<file path="config.mk">
export PLATFORM = sky130hd
export DESIGN_NAME = centered_moving_mean_top
export DESIGN_NICKNAME = d
export VERILOG_FILES = /design/src/rtl/cmm_pkg.sv /design/src/rtl/cmm_div.sv /design/src/rtl/centered_moving_mean_top.sv
export SDC_FILE = /design/constraint.sdc
export NUM_CORES = 2
export LEC_CHECK = 0
export CAP_MARGIN = 20
export CORE_MARGIN = 2
export CORE_UTILIZATION = 59
export CTS_BUF_LIST = sky130_fd_sc_hd__clkbuf_16
export CTS_CLUSTER_SIZE = 40
export DETAILED_ROUTE_END_ITERATION = 6
export DONT_BUFFER_PORTS = 1
export GPL_TIMING_DRIVEN = 0
export PLACE_DENSITY = 0.87
export RECOVER_POWER = 50
export SKIP_LAST_GASP = 1
export SLEW_MARGIN = 20
export SYNTH_ARGS = -nofsm -noshare
export SYNTH_HDL_FRONTEND = slang
export SYNTH_SLANG_ARGS = --single-unit
</file>
<file path="constraint.sdc">
create_clock -name i_clk -period 14.65 [get_ports i_clk]
set_input_delay 0 -clock i_clk [delete_from_list [all_inputs] [get_ports i_clk]]
set_output_delay 0 -clock i_clk [all_outputs]
set_load 0.005 [all_outputs]
</file>
<file path="src/rtl/cmm_pkg.sv">
// ----------------------------------------------------------------------------
// cmm_pkg
// Shared widths, register reset value and sequencer states for the centred
// moving mean.
// ----------------------------------------------------------------------------
package cmm_pkg;

    localparam int SAMPLE_W = 24;
    localparam int CFG_W    = 5;

    localparam logic [CFG_W-1:0] WINDOW_HALF_RESET = 5'd2;

    typedef enum logic [2:0] {
        ST_IDLE,
        ST_SUB_RD,
        ST_SUB,
        ST_DECIDE,
        ST_START,
        ST_DIV,
        ST_OUT,
        ST_FL_SUB
    } t_state;

endpackage

</file>
<file path="src/rtl/cmm_div.sv">
// ----------------------------------------------------------------------------
// cmm_div
// Serial signed-by-unsigned divider, one quotient bit per cycle, quotient
// truncated toward zero and cut to the sample width.
// ----------------------------------------------------------------------------
module cmm_div
    import cmm_pkg::*;
#(
    parameter int SUM_W = 30,
    parameter int CNT_W = 6
) (
    input  logic                       i_clk,
    input  logic                       i_rst_n,
    input  logic                       i_start,
    input  logic signed [SUM_W-1:0]    i_dividend,
    input  logic        [CNT_W-1:0]    i_divisor,
    output logic                       o_done,
    output logic signed [SAMPLE_W-1:0] o_quotient
);

    localparam int MAG_W = SUM_W;
    localparam int ITER_W = $clog2(MAG_W + 1);

    logic              r_busy;
    logic              r_done;
    logic [ITER_W-1:0] r_iter;
    logic [CNT_W-1:0]  r_rem;
    logic [MAG_W-1:0]  r_quo;
    logic [CNT_W-1:0]  r_div;
    logic              r_neg;

    logic [CNT_W:0]    trial;
    logic              fits;
    logic [MAG_W-1:0]  mag;
    logic [MAG_W-1:0]  signed_quo;

    assign mag   = i_dividend[SUM_W-1] ? MAG_W'(-i_dividend) : MAG_W'(i_dividend);
    assign trial = {r_rem, r_quo[MAG_W-1]};
    assign fits  = trial >= {1'b0, r_div};

    always_ff @(posedge i_clk) begin
        if (!i_rst_n) begin
            r_busy <= 1'b0;
            r_done <= 1'b0;
            r_iter <= '0;
        end else begin
            r_done <= 1'b0;
            if (i_start) begin
                r_busy <= 1'b1;
                r_iter <= ITER_W'(MAG_W);
            end else if (r_busy) begin
                r_iter <= r_iter - 1'b1;
                if (r_iter == ITER_W'(1)) begin
                    r_busy <= 1'b0;
                    r_done <= 1'b1;
                end
            end
        end
    end

    always_ff @(posedge i_clk) begin
        if (i_start) begin
            r_rem <= '0;
            r_quo <= mag;
            r_div <= i_divisor;
            r_neg <= i_dividend[SUM_W-1];
        end else if (r_busy) begin
            // shift the next dividend bit into the remainder, the quotient bit into r_quo
            r_rem <= fits ? CNT_W'(trial - {1'b0, r_div}) : CNT_W'(trial);
            r_quo <= {r_quo[MAG_W-2:0], fits};
        end
    end

    assign signed_quo = r_neg ? (~r_quo + 1'b1) : r_quo;
    assign o_quotient = signed_quo[SAMPLE_W-1:0];
    assign o_done     = r_done;

endmodule

</file>
<file path="src/rtl/centered_moving_mean_top.sv">
// ----------------------------------------------------------------------------
// centered_moving_mean_top
// Centred moving mean over a frame with windows clipped at both frame edges.
// ----------------------------------------------------------------------------
// Input channel: i_valid / o_stall carry i_sample and i_frame_end; an item is
// taken on a rising edge with i_valid high and o_stall low. Output channel:
// o_valid / i_stall carry o_mean and o_last, o_last flagging the final mean
// of a frame. The user writes the half window through i_cfg_wr_en /
// i_cfg_wr_data only while idle; the block does not enforce this. A write
// also restarts the frame. Mean j leaves once sample j+h has arrived; the item
// flagged frame_end releases all pending means, up to h+1, oldest first.
// Every mean an item releases passes through the bit-serial divider, which
// works over SUM_W = 24 + log2 ring depth bits, 30 by default, and the block
// takes no new item until the last of those means has left; receiver stalls
// hold it further. At a frame end each flushed mean whose window shrinks first
// costs a ring read and a subtract.
// The ring is a single-port-read memory of 2*MAX_HALF+2 entries.
// Reset (synchronous, active low) empties the frame and sets the half window
// to 2. While i_stall is high the current mean is held and no new item is
// taken.
// ----------------------------------------------------------------------------
module centered_moving_mean_top
    import cmm_pkg::*;
#(
    parameter int MAX_HALF = 31
) (
    input  logic                       i_clk,
    input  logic                       i_rst_n,
    input  logic                       i_valid,
    output logic                       o_stall,
    input  logic signed [SAMPLE_W-1:0] i_sample,
    input  logic                       i_frame_end,
    output logic                       o_valid,
    input  logic                       i_stall,
    output logic signed [SAMPLE_W-1:0] o_mean,
    output logic                       o_last,
    input  logic                       i_cfg_wr_en,
    input  logic        [CFG_W-1:0]    i_cfg_wr_data
);

    localparam int RING_LEN = 2 * MAX_HALF + 2;
    localparam int AW       = $clog2(RING_LEN);
    localparam int FC_W     = $clog2(RING_LEN + 1);
    localparam int SUM_W    = SAMPLE_W + AW;

    t_state r_state, n_state;

    logic [CFG_W-1:0]        r_window_half;
    logic [AW-1:0]           r_wp;
    logic [FC_W-1:0]         r_fc;
    logic signed [SUM_W-1:0] r_sum;
    logic [AW-1:0]           r_newest;
    logic [AW-1:0]           r_n;
    logic                    r_flush;
    logic [AW-1:0]           r_k;
    logic [AW-1:0]           r_span;

    logic signed [SAMPLE_W-1:0] r_ring [RING_LEN];
    logic signed [SAMPLE_W-1:0] r_rd_data;

    logic                accept;
    logic [CFG_W-1:0]    h_sat;
    logic [AW-1:0]       h_a;
    logic [AW-1:0]       two_h;
    logic [AW-1:0]       two_h1;
    logic [FC_W-1:0]     fc_inc;
    logic [AW-1:0]       n_new;
    logic [AW-1:0]       back;
    logic [AW-1:0]       rd_addr;
    logic [AW-1:0]       k_max;
    logic [AW-1:0]       k_max_h;
    logic [AW-1:0]       span_first;
    logic [AW-1:0]       k_dec;
    logic [AW-1:0]       k_dec_h;
    logic [AW-1:0]       span_next;
    logic                div_start;
    logic                div_done;
    logic [AW-1:0]       div_count;
    logic signed [SUM_W-1:0] rd_ext;

    // half window, saturated at the ring's reach
    assign h_sat  = (int'(r_window_half) > MAX_HALF) ? CFG_W'(MAX_HALF) : r_window_half;
    assign h_a    = AW'(h_sat);
    assign two_h  = AW'({h_a, 1'b0});
    assign two_h1 = two_h + 1'b1;

    assign accept = i_valid && !o_stall;
    assign fc_inc = (r_fc < FC_W'(RING_LEN)) ? r_fc + 1'b1 : r_fc;
    assign n_new  = AW'(fc_inc - 1'b1);
    assign rd_ext = {{(SUM_W - SAMPLE_W){r_rd_data[SAMPLE_W-1]}}, r_rd_data};

    // first flush mean covers the newest min(n, kmax+h)+1 samples
    assign k_max      = (h_a < r_n) ? h_a : r_n;
    assign k_max_h    = k_max + h_a;
    assign span_first = (k_max_h < r_n) ? k_max_h : r_n;

    assign k_dec     = r_k - 1'b1;
    assign k_dec_h   = k_dec + h_a;
    assign span_next = (k_dec_h < r_n) ? k_dec_h : r_n;

    assign rd_addr = (r_newest >= back)
                   ? AW'(r_newest - back)
                   : AW'({1'b0, r_newest} + (AW + 1)'(RING_LEN) - {1'b0, back});

    assign div_count = r_span + 1'b1;

    // ---------------------------------------------------------------- next state
    always_comb begin
        n_state = r_state;
        case (r_state)
            ST_IDLE: begin
                if (accept) begin
                    n_state = ST_SUB_RD;
                end
            end
            ST_SUB_RD: begin
                n_state = (r_flush && (r_k != k_max)) ? ST_FL_SUB : ST_SUB;
            end
            ST_SUB: begin
                n_state = ST_DECIDE;
            end
            ST_DECIDE: begin
                if (r_flush || (r_n >= h_a)) begin
                    n_state = ST_START;
                end else begin
                    n_state = ST_IDLE;
                end
            end
            ST_START: begin
                n_state = ST_DIV;
            end
            ST_DIV: begin
                if (div_done) begin
                    n_state = ST_OUT;
                end
            end
            ST_OUT: begin
                if (!i_stall) begin
                    if (r_flush && (r_k != '0)) begin
                        n_state = (span_next < r_span) ? ST_SUB_RD : ST_START;
                    end else begin
                        n_state = ST_IDLE;
                    end
                end
            end
            ST_FL_SUB: begin
                n_state = ST_START;
            end
            default: begin
                n_state = ST_IDLE;
            end
        endcase
    end

    // ---------------------------------------------------------------- outputs
    always_comb begin
        o_stall   = 1'b1;
        o_valid   = 1'b0;
        div_start = 1'b0;
        back      = r_span;
        case (r_state)
            ST_IDLE: begin
                o_stall = 1'b0;
            end
            ST_SUB_RD: begin
                // drop-out sample of the window, or the oldest of a shrinking flush window
                back = r_flush && (r_k != k_max) ? r_span : two_h1;
            end
            ST_START: begin
                div_start = 1'b1;
            end
            ST_OUT: begin
                o_valid = 1'b1;
            end
            default: begin
                back = r_span;
            end
        endcase
    end

    assign o_last = r_flush && (r_k == '0);

    // ---------------------------------------------------------------- ring
    always_ff @(posedge i_clk) begin
        if (accept) begin
            r_ring[r_wp] <= i_sample;
        end
        r_rd_data <= r_ring[rd_addr];
    end

    // ---------------------------------------------------------------- control
    always_ff @(posedge i_clk) begin
        if (!i_rst_n) begin
            r_state       <= ST_IDLE;
            r_window_half <= WINDOW_HALF_RESET;
            r_wp          <= '0;
            r_fc          <= '0;
            r_sum         <= '0;
            r_flush       <= 1'b0;
        end else begin
            r_state <= n_state;
            case (r_state)
                ST_IDLE: begin
                    if (accept) begin
                        r_newest <= r_wp;
                        r_wp     <= (r_wp == AW'(RING_LEN - 1)) ? '0 : r_wp + 1'b1;
                        r_fc     <= fc_inc;
                        r_n      <= n_new;
                        r_sum    <= r_sum + {{(SUM_W - SAMPLE_W){i_sample[SAMPLE_W-1]}},
                                             i_sample};
                        r_flush  <= i_frame_end;
                        // r_k differs from k_max only mid-flush
                        r_k      <= (h_a < n_new) ? h_a : n_new;
                        r_span   <= '0;
                    end
                end
                ST_SUB: begin
                    if (r_n >= two_h1) begin
                        r_sum <= r_sum - rd_ext;
                    end
                end
                ST_FL_SUB: begin
                    // drop the oldest sample of a shrinking flush window
                    r_sum  <= r_sum - rd_ext;
                    r_span <= r_span - 1'b1;
                end
                ST_DECIDE: begin
                    if (r_flush) begin
                        r_k    <= k_max;
                        r_span <= span_first;
                    end else begin
                        r_span <= (r_n < two_h) ? r_n : two_h;
                    end
                end
                ST_OUT: begin
                    if (!i_stall) begin
                        if (r_flush && (r_k != '0)) begin
                            r_k <= k_dec;
                        end else if (r_flush) begin
                            r_flush <= 1'b0;
                            r_wp    <= '0;
                            r_fc    <= '0;
                            r_sum   <= '0;
                        end
                    end
                end
                default: begin
                    r_flush <= r_flush;
                end
            endcase
            if (i_cfg_wr_en) begin
                r_window_half <= i_cfg_wr_data;
                r_wp          <= '0;
                r_fc          <= '0;
                r_sum         <= '0;
            end
        end
    end

    cmm_div #(
        .SUM_W (SUM_W),
        .CNT_W (AW)
    ) u_div (
        .i_clk      (i_clk),
        .i_rst_n    (i_rst_n),
        .i_start    (div_start),
        .i_dividend (r_sum),
        .i_divisor  (div_count),
        .o_done     (div_done),
        .o_quotient (o_mean)
    );

endmodule

</file>
==> flow_summary_export.csv <==
group,metric,value,unit
outcome,run_status,"complete, but fails checks",
outcome,violations,"capacitance limit, slew limit",
drt,drcViolationCount,0,
grt,grt_first_pass_wirelength,315000,µm
logic_synthesis,syn_avg_cell_area,18.9,µm²
worst_setup_path,cp.buffers_inverters,5,
clock_tree,cts_max_level,4,
clock_tree,hold_buffers,71,
timing,fmax,119,MHz
worst_setup_path,worstSetupEndpoint,"r_rd_data[8]",
drt,vias_per_cell,7.23,
clock_tree,clock_sinks,1686,
cells_and_area,n_fill_cell,6917,
clock_tree,cts_tree,"done",
logic_synthesis,yosysTopAreaCellShare,68.0,%
timing,rsz0062_at_grt,"no",
worst_setup_path,critPathLaunchType,"flip-flop",
logic_synthesis,synth_cell_types,72,
cells_and_area,layout-drive-gt1-share,21.7,%
worst_setup_path,max_stage_delay,0.99,ns
power,power_per_cell_area,217,nW/µm²
timing,max_slew_margin,-178,%
worst_setup_path,required,15.29,ns
clock_tree,ctsResizeCount,0,
cells_and_area,area_delta_synth_final,14.3,%
logic_synthesis,async_reset_ff_share,0,%
grt,grt.overflow.total,0,
grt,grt_pass1_vias,41200,
power,p_leak,26.5,nW
grt,grt_use_total,37.6,%
drt,postRouteAntennaNets,0,
grt,grt_antenna_before_repair,16,
worst_setup_path,critPathLaunch,"h_sat[1]",
worst_setup_path,path_depth,20,
worst_setup_path,r2r-end,"r_rd_data[8]",
job,cap_viol_max_count,24,
hold_path,holdCritStartpoint,"i_valid",
logic_synthesis,yosysMostFrequentCell,"edfxtp_1",
floorplan,die-area,122000,µm²
grt,grt_max_degree,72,
timing,slew_violations,1591,
clock_tree,cts_max_path_buffers,3,
worst_setup_path,r2r_slack,6.25,ns
cells_and_area,nNetsFinal,4189,
logic_synthesis,syn_inst,3727,
worst_setup_path,crit_path_max_fanout,10,
floorplan,die_h,350,µm
cells_and_area,multi_input_area,20300,µm²
logic_synthesis,synth_area_leaders,"edfxtp_1, mux4_2, dfxtp_1, ha_1, mux2i_1",
logic_synthesis,synth-edff-count,1597,
logic_synthesis,ys_seq_area_share,70.5,%
timing,fin_crit,8.40,ns
place,port_buffers,0,
drt,drt_iter0_drc,6797,
hold_path,min_path_cells,4,
hold_path,worstHoldPathType,"input port to flip-flop",
drt,vias,41700,
clock_tree,numCtsBuffers,159,
timing,holdWs,0.0742,ns
logic_synthesis,synth_top_area_cell,"edfxtp_1",
place,post-dp-hpwl,130000,µm
timing,setup_tns,0,ns
worst_setup_path,cp.arrival,9.04,ns
logic_synthesis,synth_warnings,0,
timing,fin_skew,0.0708,ns
logic_synthesis,synthTopCellsByCount,"edfxtp_1, mux4_2, nor2_1, nand2_1, clkbuf_1",
worst_setup_path,endpoint_kind,"flip-flop",
worst_setup_path,timing.rr.start,"h_sat[1]",
logic_synthesis,netlist_area,70600,µm²
cells_and_area,regArea,49700,µm²
worst_setup_path,path_delay_family,"buffers and inverters",
drt,wl_per_cell,39.3,µm
floorplan,initial_utilization,59.6,%
timing,finalSetupViolCount,0,
floorplan,io_pins,62,
worst_setup_path,path_class,"flip-flop to flip-flop",
floorplan,core,118000,µm²
clock_tree,clk_pin_slew_worst_paths,0.06,ns
place,gp_congestion,0.898,
clock_tree,cts_setup_buffers,0,
timing,worstMarginPinSlew,4.17,ns
clock_tree,insertion_delay,0.84,ns
worst_setup_path,cp_slowest_cell,"clkbuf_1",
logic_synthesis,synth_nets,3888,
drt,drtPass1Iterations,6,
worst_setup_path,crit_chain,"inv_1 -> ha_1 -> and4b_1 -> nor3b_1 -> a2111oi_2 -> or2_2 -> o211ai_1 -> o31a_1 -> nand2b_4 -> buf_6 -> nand2_1 -> ha_1 -> fa_1 -> clkbuf_1 -> clkbuf_1 -> clkbuf_1 -> mux4_2 -> mux4_2 -> mux2i_1 -> mux2i_1",
worst_setup_path,rr_worst_depth,20,
floorplan,rows,126,
logic_synthesis,synth_seq_cells,1686,
floorplan,fp.dieW,350,µm
drt,routed_wirelength,227000,µm
timing,hold_viol,0,
timing,fin_crit_sh,57.4,%
worst_setup_path,crit_top_cell,"clkbuf_1",
logic_synthesis,synth_ff_type,"edfxtp_1",
power,peakVddDrop,143,µV
clock_tree,cts_root_buf,"clkbuf_16",
==> worst min path at each step <==
stage	to	slack, ns
4_1_cts	r_wp[1]	0.00007
3_3_place_gp	r_ring[24][22]	0.10
2_1_floorplan	r_ring[0][0]	0.1
3_5_place_dp	r_ring[47][4]	0.10
6_report	r_wp[1]	0.07
5_1_grt	r_wp[1]	0.09
==> state kept, by name, summed over array words and instances (netlist names), 7 cells and up <==
| name | count |
|---|---|
| r_sum | 30 |
| r_rd_data | 24 |
| r_fc | 7 |
| r_ring | 1536 |
| u_div.r_quo | 30 |
==> placed cells by master, fill, tap and decap left out, types with 15 or more instances in the layout <==
cell / instances
nor3_1: 30
bufinv_16: 19
nor2_1: 109
nor2b_1: 22
xnor2_1: 80
clkbuf_2: 28
clkinv_2: 30
a21o_1: 34
clkbuf_1: 141
nand3_1: 40
ha_1: 120
a221oi_1: 25
dfxtp_1: 89
a21oi_1: 86
inv_1: 121
buf_16: 49
clkbuf_16: 161
mux4_2: 480
o31ai_1: 19
nor2_4: 64
buf_1: 27
o21ai_0: 115
a211oi_1: 17
o21bai_1: 15
nand2_1: 136
or3_1: 17
mux2i_1: 93
buf_12: 15
dlygate4sd3_1: 47
xor2_1: 63
edfxtp_1: 1597
clkinv_1: 32
nand2b_1: 18
==> logic make-up after synthesis <==
family                   synth area share (%)
flip-flops                               70.5
multiplexers                             16.7
AND/OR/NAND/NOR                          3.40
AO/OA/AOI/OAI                            3.81
buffers and inverters                    1.46
XOR/XNOR                                 1.82
adder cells (fa/ha/maj)                  2.30
==> power breakdown <==
group,switching [mW],internal (mW)
clock network,1.94,2.35
logic,4.66,2.88
registers,0.162,5.49
==> layer usage <==
metal	global-route usage, %	up-vias	share of wire (%)
met5	0	-	0.065
met4	28.5	22	9.9
met3	9.10	992	12
met2	60.0	4024	47
met1	44.8	20800	31
li1	-	15800	-
==> worst reg2reg max path: stages (launching register included) <==
cell and delay, ns:
dfxtp_1 0.62, inv_1 0.35, ha_1 0.37, and4b_1 0.25
nor3b_1 0.34, a2111oi_2 0.14, or2_2 0.31, o211ai_1 0.19
o31a_1 0.22, nand2b_4 0.16, buf_6 0.14, nand2_1 0.11
ha_1 0.24, fa_1 0.52, clkbuf_1 0.49, clkbuf_1 1.00
clkbuf_1 0.89, mux4_2 0.45, mux4_2 0.48, mux2i_1 0.72
mux2i_1 0.28
==> cell type report <==
type | count | area share [%]
Sequential cell | 1686 | 61.7
Multi-Input combinational cell | 1773 | 25.1
Clock buffer | 161 | 4.99
Timing Repair Buffer | 140 | 2.81
Tap cell | 1600 | 2.48
Clock inverter | 133 | 1.57
Buffer | 178 | 0.907
Inverter | 90 | 0.419
Antenna cell | 7 | 0.0217
==> metrics by stage <==
stage	area (µm²)	worst slack (ns)	cells	power [mW]	util, %
2_1_floorplan	70600	9.35	3727	10.1	-
3_3_place_gp	72600	6.16	5327	12.1	61.3
3_5_place_dp	74700	6.46	5393	12.6	63.1
4_1_cts	81200	6.41	5758	17.1	68.5
5_1_grt	80700	6.27	5762	17.7	68.1
6_report	80700	6.25	5768	17.5	68.1
Note: power is estimated with default switching activity, not from simulation.
